===== config.mk =====
export PLATFORM = sky130hd
export DESIGN_NAME = mdkt_front
export DESIGN_NICKNAME = d
export VERILOG_FILES = /design/src/design/mdkt_pkg.sv /design/src/design/mdkt_front.sv
export SDC_FILE = /design/constraint.sdc
export NUM_CORES = 1
export LEC_CHECK = 0
export ABC_CLOCK_PERIOD_IN_PS = 8890
export BUFFER_PORTS_ARGS = -buffer_cell sky130_fd_sc_hd__buf_2
export CORE_UTILIZATION = 40
export CTS_CLUSTER_DIAMETER = 40
export DETAILED_ROUTE_END_ITERATION = 10
export SYNTH_ARGS = -nofsm -noshare
export SYNTH_HDL_FRONTEND = slang
export SYNTH_SLANG_ARGS = --single-unit

===== constraint.sdc =====
create_clock -name clock -period 8.89 [get_ports clock]
set_clock_uncertainty 0.1 [all_clocks]
set_input_delay 1.778 -clock clock [delete_from_list [all_inputs] [get_ports clock]]
set_output_delay 1.778 -clock clock [all_outputs]
set_load 0.01 [all_outputs]

===== src/design/mdkt_pkg.sv =====
package mdkt_pkg;

   localparam int DEF_ENTRIES = 1024;
   localparam int KEY_W       = 64;
   localparam int MOVES_W     = 8;
   localparam int REQ_W       = 2;
   localparam int COUNT_W     = 11;
   localparam int RSP_W       = 24;
   localparam int REQ_DATA_W  = 72;
   localparam logic [COUNT_W-1:0] CAP_RESET = 11'd1024;

   localparam logic [REQ_W-1:0] REQ_SET   = 2'd0;
   localparam logic [REQ_W-1:0] REQ_GET   = 2'd1;
   localparam logic [REQ_W-1:0] REQ_CLEAR = 2'd2;

   typedef enum logic [1:0] {
      OP_SET,
      OP_GET,
      OP_CLEAR,
      OP_NONE
   } op_type;

   typedef struct packed {
      op_type             op;
      logic [KEY_W-1:0]   key;
      logic [MOVES_W-1:0] moves;
   } cmd_type;

   typedef enum logic [1:0] {
      ST_IDLE,
      ST_SEARCH,
      ST_FINISH
   } state_type;

endpackage


===== src/design/mdkt_front.sv =====
module mdkt_front (
   input  logic                      clock,
   input  logic                      reset,
   input  logic                      req_tvalid,
   output logic                      req_tready,
   input  logic [mdkt_pkg::REQ_DATA_W-1:0] req_tdata,
   input  logic [mdkt_pkg::REQ_W-1:0] req_tuser,
   output logic                      cmd_vld,
   output mdkt_pkg::cmd_type         cmd,
   input  logic                      cmd_pop
);
   import mdkt_pkg::*;

   cmd_type    slot_ff [2];
   cmd_type    cmd_in;
   logic       wr_ptr_ff, wr_ptr_in;
   logic       rd_ptr_ff, rd_ptr_in;
   logic [1:0] count_ff, count_in;
   logic       push, pop;

   always_comb begin
      case (req_tuser)
         REQ_SET:   cmd_in.op = OP_SET;
         REQ_GET:   cmd_in.op = OP_GET;
         REQ_CLEAR: cmd_in.op = OP_CLEAR;
         default:   cmd_in.op = OP_NONE;
      endcase
      cmd_in.key   = req_tdata[KEY_W-1:0];
      cmd_in.moves = req_tdata[KEY_W +: MOVES_W];
   end

   assign req_tready = (count_ff != 2'd2);
   assign cmd_vld    = (count_ff != 2'd0);
   assign cmd        = slot_ff[rd_ptr_ff];
   assign push       = req_tvalid && req_tready;
   assign pop        = cmd_pop && cmd_vld;

   always_comb begin
      wr_ptr_in = push ? ~wr_ptr_ff : wr_ptr_ff;
      rd_ptr_in = pop ? ~rd_ptr_ff : rd_ptr_ff;
      count_in  = count_ff + {1'b0, push} - {1'b0, pop};
   end

   always_ff @(posedge clock) begin
      if (reset) begin
         wr_ptr_ff <= 1'b0;
         rd_ptr_ff <= 1'b0;
         count_ff  <= 2'd0;
      end else begin
         wr_ptr_ff <= wr_ptr_in;
         rd_ptr_ff <= rd_ptr_in;
         count_ff  <= count_in;
      end
   end

   always_ff @(posedge clock) begin
      if (push) begin
         slot_ff[wr_ptr_ff] <= cmd_in;
      end
   end

endmodule


==> results of run 1 <==
[metrics by stage]
step,utilization,instance area (sq um),cells
finish,0.523,7350,614
global route,0.523,7340,612
CTS,0.523,7340,612
detailed placement,0.481,6760,582
global placement,0.481,6760,582
floorplan,-,5830,257
[worst paths after layout]
kind / startpoint / endpoint / slack [ns]
worst min register to register: rd_ptr_ff$_SDFFE_PP0P_ / rd_ptr_ff$_SDFFE_PP0P_ / 0.42
worst max register to register: count_ff[0]$_SDFF_PP0_ / slot_ff[0][66]$_DFFE_PP_ / 6.32
worst max-delay path: flip-flop / cmd[1] / 4.60
worst min-delay path: rd_ptr_ff$_SDFFE_PP0P_ / rd_ptr_ff$_SDFFE_PP0P_ / 0.42
[synth_stat cells, types with 2 or more instances]
library cell,number,area share
buf_6,7,0.014
clkbuf_1,2,0.0013
dfxtp_1,5,0.017
edfxtp_1,148,0.76
ha_1,2,0.0043
mux2_2,15,0.029
mux2_4,60,0.15
nor2_1,5,0.0032
nor2b_1,2,0.0021
[layout make-up]
type | instances | area [sq um] | share of cell area
multi-input combinational | 93 | 1200 | 0.163
sequential | 153 | 4550 | 0.619
clock inverter | 13 | 160 | 0.0218
antenna | 2 | 5.00 | 0.000681
tap | 180 | 225 | 0.0306
clock buffer | 17 | 425 | 0.0579
inverter | 1 | 3.75 | 0.000511
timing repair buffer | 155 | 781 | 0.106
[metal layers]
layer / GRT usage / part of all wire
met1: 0.155 / 0.42
met3: 0.0516 / 0.077
met2: 0.212 / 0.49
met5: 0 / 0
met4: 0.0732 / 0.020
[placed cells by master (no fill, tap or decap)]
master     count
nand2_1        1
ha_1           2
xor2_1         1
buf_2        153
nor2b_1        2
xnor2_1        1
edfxtp_1     148
diode_2        2
mux2_2        15
nor3_1         1
inv_1          1
clkinv_1       4
dfxtp_1        4
clkbuf_16     17
buf_4          2
o21a_1         1
and3_4         1
dfxtp_4        1
clkinv_2       5
nand2b_2       1
nor2_4         1
and2_1         1
bufinv_16      4
mux2_4        60
nor2_1         4
or2_2          1
[cells by family (layout without fill, tap and decap cells)]
family	count (synthesis)	in the layout
compound gates	1	1
xor+xnor	2	2
fa+ha+maj	2	2
buf+inv	11	186
flops	153	153
mux	75	75
other cells	0	2
simple gates	13	13
[sequential cells by signal, indices dropped and copies added (netlist names), named ones only]
register and cells:
slot_ff 148, rd_ptr_ff 1, count_ff 2, wr_ptr_ff 1
[power by group]
part | switching [W] | leakage [nW] | internal, W
combinational | 0.000274 | 1.16 | 0.000301
sequential | 0.0000505 | 1.42 | 0.000933
clock | 0.000250 | 0.292 | 0.000459
total | 0.000575 | 2.88 | 0.00169
[critical path, stage by stage (launching register included)]
cell and delay (ns):
dfxtp_4 0.63, buf_4 0.75, mux2_2 0.41, buf_2 0.14
==> flow_metrics.env, run 1 <==
export IMPL_rows=43
export IMPL_avgSynthCellArea_sq_um=22.7
export IMPL_synthFlopType="edfxtp_1"
export IMPL_via_count=2840
export IMPL_finalMaxSlewViolations=0
export IMPL_yosys_area_share_simple=0.0116
export IMPL_hold_path_cell_count=2
export IMPL_netlist_instances=257
export IMPL_pre_cts_slack_ns=4.92
export IMPL_power_density_mw_per_mm2=309
export IMPL_synth_adder_area_share=0.00429
export IMPL_path_max_fanout=50
export IMPL_antenna_left=0
export IMPL_die_h_microns=123
export IMPL_max_cap_viol_count=0
export IMPL_clock_root_buffer="clkbuf_16"
export IMPL_ys_ff_latch=153
export IMPL_irDropWorstVdd_uv=138
export IMPL_grt_max_degree=75
export IMPL_synth_area_mux_share=0.184
export IMPL_min_path_type="reg2reg"
export IMPL_cts_sinks=153
export IMPL_dp_hpwl_microns=6040
export IMPL_port_buffers=153
export IMPL_yosysSeqAreaShare=0.780
export IMPL_period_needed_ns=4.29
export IMPL_layout_setup_ws_ns=4.60
export IMPL_p_leak_nw=2.88
export IMPL_fin_crit_sh=0.483
export IMPL_arrival_ns=2.41
export IMPL_rsz0062_at_grt="no"
export IMPL_fin_setup_tns_ns=0
export IMPL_grt_ovfl_total=0
export IMPL_grt_pass1_wl_microns=14500
export IMPL_power_w=0.00227
export IMPL_grtUsageTotal=0.134
export IMPL_ff2ff_path_depth=4
export IMPL_synth_compound_gate_area_share=0.00129
export IMPL_fill_cells=1168
export IMPL_firstDrtPassIters=4
export IMPL_final_nets=501
export IMPL_pin_count=154
export IMPL_postCtsHoldBufs=0
export IMPL_status="complete, no violations"
export IMPL_ys_warn_count=0
export IMPL_clk_latency_ns=0.41
export IMPL_ctsHtreeMaxLevel=4
export IMPL_path_clk_slew_ns=0.05
export IMPL_whs_ns=0.416
export IMPL_synth_top_family_by_area="multiplexers"
export IMPL_startpoint_type="flip-flop"
export IMPL_hold_viol=0
export IMPL_synth_xor_area_frac=0.00301
export IMPL_syn_area_sq_mm=0.00583
export IMPL_die_area_sq_mm=0.0151
export IMPL_cts_resized=0
export IMPL_cts_made_buffers=17
export IMPL_finalSetupViolCount=0
export IMPL_slew_limit_headroom=0.286
export IMPL_viasPerCell=4.63
export IMPL_async_flop_share=0
export IMPL_required_ns=7.01
export IMPL_cts_tree="yes"
export IMPL_fmax_mhz=233
export IMPL_cp_end_kind="output port"
export IMPL_area_growth_pct=26.1
export IMPL_syn_nets=337
export IMPL_drt_iter0_drc=171
export IMPL_routabilityCongestion=0.673
export IMPL_fp_dieW_microns=123
export IMPL_wire_per_inst_microns=15.4
export IMPL_drive_gt1_frac=0.604
export IMPL_tightest_slew_ns=1.07
export IMPL_synth_cell_types=20
export IMPL_critPathKind="reg2out"
export IMPL_drcViolationCount=0
export IMPL_post_cts_buffers=0
export IMPL_clk_path_buf_depth=2
export IMPL_finalWirelength_microns=9460
export IMPL_synth_edf_count=148
export IMPL_grt_pass1_vias=2937
export IMPL_initial_core_util=0.415
export IMPL_antenna_found_initial=1
export IMPL_coreArea_sq_mm=0.0140
No activity file was read; power rests on OpenSTA's default activity.
==> run 2: changes to the inputs <==
ABC_CLOCK_PERIOD_IN_PS = 4300   (was 8890)
clock period = 4.3 ns   (was 8.89 ns; I/O delays follow)
==> run 2 against run 1 <==
Total power up 110%; setup slack got worse by 3.4 ns; first-iteration DRC count is 26% lower; register-to-register slack lost 4.0 ns; flip-flop and latch count did not move; hold slack better by 0.025 ns; design area up 0.20%; clock power grew 110%; utilization increased by 0.11 points; combinational power is 100% higher; highest routed layer unchanged.
==> flow_metrics.env, run 2 (synthesis gave the netlist of run 1 again) <==
export IMPL_power_density_mw_per_mm2=642
export IMPL_arrival_ns=2.16
export IMPL_pin_count=154
export IMPL_die_area_sq_mm=0.0151
export IMPL_irDropWorstVdd_uv=385
export IMPL_finalMaxSlewViolations=0
export IMPL_drive_gt1_frac=0.605
export IMPL_via_count=2848
export IMPL_wire_per_inst_microns=16.3
export IMPL_fin_setup_tns_ns=0
export IMPL_ff2ff_path_depth=2
export IMPL_finish_utilization=0.524
export IMPL_cts_made_buffers=17
export IMPL_initial_core_util=0.415
export IMPL_critical_path_slowest_cell="dfxtp_4"
export IMPL_path_clk_slew_ns=0.06
export IMPL_fmax_mhz=321
export IMPL_critPathKind="reg2out"
export IMPL_rows=43
export IMPL_max_cap_viol_count=0
export IMPL_grt_max_degree=75
export IMPL_cpPeakStageDelay_ns=0.85
export IMPL_final_cell_mix="buf_2 (153), edfxtp_1 (148), mux2_4 (60), clkbuf_16 (17), mux2_2 (15)"
export IMPL_slew_limit_headroom=0.298
export IMPL_diodes=0
export IMPL_ctsHtreeMaxLevel=4
export IMPL_coreArea_sq_mm=0.0140
export IMPL_routabilityCongestion=0.707
export IMPL_p_leak_nw=2.89
export IMPL_grt_pass1_wl_microns=14500
export IMPL_final_nets=502
export IMPL_port_buffers=153
export IMPL_cp_cell_sequence="buf_12 -> mux2_2 -> buf_2"
export IMPL_largest_register_ffs=148
export IMPL_post_cts_buffers=0
export IMPL_startpoint_type="flip-flop"
export IMPL_min_path_type="reg2reg"
export IMPL_fp_dieW_microns=123
export IMPL_final_cell_area_sq_mm=0.00736
export IMPL_cts_sinks=153
export IMPL_grtUsageTotal=0.135
export IMPL_firstDrtPassIters=6
export IMPL_path_max_fanout=42
export IMPL_grt_ovfl_total=0
export IMPL_top_register="slot_ff"
export IMPL_whs_ns=0.441
export IMPL_largest_registers="slot_ff: 148 flops, count_ff: 2 flops"
export IMPL_cts_tree="yes"
export IMPL_rrSetupSlack_ns=2.35
export IMPL_tightest_slew_ns=1.05
export IMPL_clk_latency_ns=0.41
export IMPL_place_area_sq_mm=0.00678
export IMPL_finalSetupViolCount=0
export IMPL_die_h_microns=123
export IMPL_area_growth_pct=26.4
export IMPL_clock_root_buffer="clkbuf_16"
export IMPL_finalWirelength_microns=9990
export IMPL_setup_worst_path_end="cmd[1]"
export IMPL_grt_pass1_vias=2850
export IMPL_status="complete, no violations"
export IMPL_drcViolationCount=0
export IMPL_antenna_found_initial=0
export IMPL_r2r_end="slot_ff[1][31]$_DFFE_PP_"
export IMPL_antenna_left=0
export IMPL_r2r_start="count_ff[0]$_SDFF_PP0_"
export IMPL_required_ns=3.34
export IMPL_period_needed_ns=3.12
export IMPL_postCtsHoldBufs=0
export IMPL_hold_viol=0
export IMPL_cts_resized=0
export IMPL_drt_iter0_drc=127
export IMPL_rsz0062_at_grt="no"
export IMPL_cp_end_kind="output port"
export IMPL_clk_path_buf_depth=2
export IMPL_fin_crit_sh=0.725
export IMPL_hold_path_startpoint="rd_ptr_ff$_SDFFE_PP0P_"
export IMPL_dp_hpwl_microns=6340
export IMPL_final_cells=613
export IMPL_viasPerCell=4.65
export IMPL_dp_cells=583
export IMPL_final_common_cell="buf_2"
-- run 2: cell count changes in the layout (fill, tap and decap cells not counted) --
cell / before / now
diode_2: 2 / 0
buf_12: 0 / 1
-- run 2: worst min-delay path by stage --
| stage | depth (start not counted) | endpoint |
|---|---|---|
| after CTS | 2 | flip-flop |
| after global placement | 2 | rd_ptr_ff$_SDFFE_PP0P_ |
| after detailed placement | 2 | flip-flop |
| final | 2 | flip-flop |
| after global routing | 2 | rd_ptr_ff$_SDFFE_PP0P_ |
| after floorplan | 2 | flip-flop |
-- run 2: cell type report --
type,count,area (sq um)
multi-input cells,93,1200
fillers,1148,6680
clock buffers,17,425
well taps,180,225
inverters,1,3.75
clock inverters,13,160
repair buffers,156,801
flip-flops and latches,153,4550
-- run 2: critical path: cells and delay by family, from the launching register on --
| kind | cells | cell delay, ns |
|---|---|---|
| buffers and inverters | 2 | 0.48 |
| DFF | 1 | 0.85 |
| muxes | 1 | 0.38 |
-- run 2: through the flow --
step	setup slack (ns)	total power (W)
6_report	1.18	0.00472
5_1_grt	1.08	0.00494
4_1_cts	1.13	0.00479
3_5_place_dp	1.58	0.00330
3_3_place_gp	1.61	0.00327
2_1_floorplan	0.902	0.00290
-- run 2: report_power, final --
part           total [W]  internal (W)  switching, W  leakage [nW]
Clock            0.00149      0.000949      0.000537         0.292
Combinational    0.00117      0.000630      0.000538          1.17
Sequential       0.00207       0.00193      0.000142          1.42
Total            0.00472       0.00351       0.00122          2.89
-- run 2: per-layer routing --
metal,global-route usage,part of all wire
met1,0.158,0.43
met2,0.211,0.48
met3,0.0558,0.072
met4,0.0709,0.019
met5,0,0
==> run 3: changes to the inputs <==
ABC_CLOCK_PERIOD_IN_PS = 2900   (was 4300)
clock period = 2.9 ns   (was 4.3 ns; I/O delays follow)
==> run 3 against run 2 <==
Critical path depth is the same; count of clock-buffer cells in the layout grew 7; via count grew 1.4%; sequential power grew 45%; critical endpoint is now cmd[0]; total power grew 50%; design area grew 1.2%; clock power grew 50%; first-iteration DRC count shrank 2.4%; routed wire length is essentially flat; hold slack lost 0.19 ns; non-clock buffer count grew 3; cell count grew 0.98%.
==> flow_metrics.env, run 3 (synthesis gave the netlist of run 1 again) <==
export IMPL_status="complete, no violations"
export IMPL_clk_path_buf_depth=2
export IMPL_irDropWorstVdd_uv=477
export IMPL_die_h_microns=123
export IMPL_path_clk_slew_ns=0.06
export IMPL_layout_setup_ws_ns=0.388
export IMPL_cts_tree="yes"
export IMPL_finalWirelength_microns=9990
export IMPL_rrSetupSlack_ns=1.06
export IMPL_via_count=2888
export IMPL_final_cell_mix="buf_2 (153), edfxtp_1 (148), mux2_4 (60), clkbuf_16 (17), mux2_2 (15)"
export IMPL_power_w=0.00707
export IMPL_critPathKind="reg2out"
export IMPL_post_cts_buffers=0
export IMPL_area_growth_pct=27.9
export IMPL_rsz0062_at_grt="no"
export IMPL_final_common_cell="buf_2"
export IMPL_cts_resized=0
export IMPL_grt_ovfl_total=0
export IMPL_drt_iter0_drc=124
export IMPL_clk_latency_ns=0.41
export IMPL_port_buffers=153
export IMPL_die_area_sq_mm=0.0151
export IMPL_viasPerCell=4.67
export IMPL_cts_sinks=153
export IMPL_min_path_type="in2reg"
export IMPL_grt_pass1_vias=3025
export IMPL_hold_viol=0
export IMPL_slew_limit_headroom=0.696
export IMPL_p_leak_nw=2.92
export IMPL_required_ns=2.22
export IMPL_power_density_mw_per_mm2=949
export IMPL_grtUsageTotal=0.140
export IMPL_antenna_left=0
export IMPL_fin_setup_tns_ns=0
export IMPL_drcViolationCount=0
export IMPL_grt_max_degree=51
export IMPL_drive_gt1_frac=0.612
export IMPL_coreArea_sq_mm=0.0140
export IMPL_max_cap_viol_count=0
export IMPL_top_register="slot_ff"
export IMPL_startpoint_type="flip-flop"
export IMPL_final_nets=505
export IMPL_finalSetupViolCount=0
export IMPL_cp_cell_sequence="buf_12 -> mux2_2 -> buf_2"
export IMPL_fin_crit_sh=0.866
export IMPL_cts_made_buffers=17
export IMPL_fp_dieW_microns=123
export IMPL_cp_top_family="flip-flops"
export IMPL_ff2ff_path_depth=4
export IMPL_fmax_mhz=398
export IMPL_arrival_ns=1.83
export IMPL_finalMaxSlewViolations=0
export IMPL_wire_per_inst_microns=16.1
export IMPL_largest_registers="slot_ff: 148 flops, count_ff: 2 flops"
export IMPL_firstDrtPassIters=4
export IMPL_antenna_found_initial=2
export IMPL_critPathBufInv=2
export IMPL_cp_end_kind="output port"
export IMPL_pin_count=154
export IMPL_setup_worst_path_end="cmd[0]"
export IMPL_cpPeakStageDelay_ns=0.64
export IMPL_r2r_end="slot_ff[0][4]$_DFFE_PP_"
export IMPL_path_max_fanout=24
export IMPL_grt_pass1_wl_microns=14900
export IMPL_dp_hpwl_microns=6580
export IMPL_tightest_slew_ns=0.455
export IMPL_largest_register_ffs=148
export IMPL_pre_cts_slack_ns=0.788
export IMPL_clock_root_buffer="clkbuf_16"
export IMPL_rows=43
export IMPL_routabilityCongestion=0.667
export IMPL_postCtsHoldBufs=0
export IMPL_ctsHtreeMaxLevel=4
export IMPL_initial_core_util=0.415
export IMPL_critical_path_slowest_cell="dfxtp_4"
export IMPL_cp_depth=3
export IMPL_period_needed_ns=2.51
export IMPL_r2r_start="count_ff[0]$_SDFF_PP0_"
## run 3: changes by cell type in the layout (fill, tap and decap cells not counted), sizes merged
| cell | before | now |
|---|---|---|
| bufinv | 4 | 3 |
| buf | 156 | 159 |
| diode | 0 | 1 |
| clkinvlp | 0 | 1 |
| clkbuf | 17 | 24 |
| clkinv | 9 | 4 |
## run 3: routing by layer
layer	vias up	global-route usage	wire (microns)
met1	1410	0.160	4170
met2	110	0.221	4800
met4	4	0.0640	124
li1	1348	-	-
met5	-	0	27
met3	16	0.0683	876
## run 3: power by group
group	internal [W]	switching (W)	total [W]
clock network	0.00144	0.000789	0.00223
registers	0.00285	0.000159	0.00301
logic	0.000977	0.000858	0.00183
total	0.00527	0.00181	0.00707
## run 3: per-stage QoR
stage | util | hold WS (ns) | cells | cell area, sq um
2_1_floorplan | - | 0.381 | 257 | 5840
3_3_place_gp | 0.487 | 0.396 | 586 | 6840
3_5_place_dp | 0.487 | 0.408 | 586 | 6840
4_1_cts | 0.530 | 0.222 | 618 | 7450
5_1_grt | 0.530 | 0.222 | 618 | 7450
6_report | 0.531 | 0.251 | 619 | 7450
## run 3: final cells by class
class	count	area [sq um]
fill	1161	6590
sequential	153	4550
multi-input combinational	93	1200
timing repair buffer	159	861
clock buffer	24	492
tap	180	225
clock inverter	8	118
inverter	1	3.75
antenna	1	2.50
## run 3: worst min-delay path by stage
| stage | startpoint | end | cells past startpoint |
|---|---|---|---|
| after floorplan | rd_ptr_ff$_SDFFE_PP0P_ | flip-flop | 2 |
| after global placement | rd_ptr_ff$_SDFFE_PP0P_ | flip-flop | 2 |
| after detailed placement | rd_ptr_ff$_SDFFE_PP0P_ | rd_ptr_ff$_SDFFE_PP0P_ | 2 |
| after CTS | req_tdata[6] | slot_ff[0][14]$_DFFE_PP_ | 1 |
| after global routing | req_tdata[14] | slot_ff[1][22]$_DFFE_PP_ | 1 |
| final | req_tdata[41] | slot_ff[1][49]$_DFFE_PP_ | 1 |
## run 3: worst reg2reg max path: stages (launching register included)
cell and delay (ns):
dfxtp_1 0.37, nand2b_2 0.16, nand2_1 0.13, nor2_4 0.39
buf_12 0.35
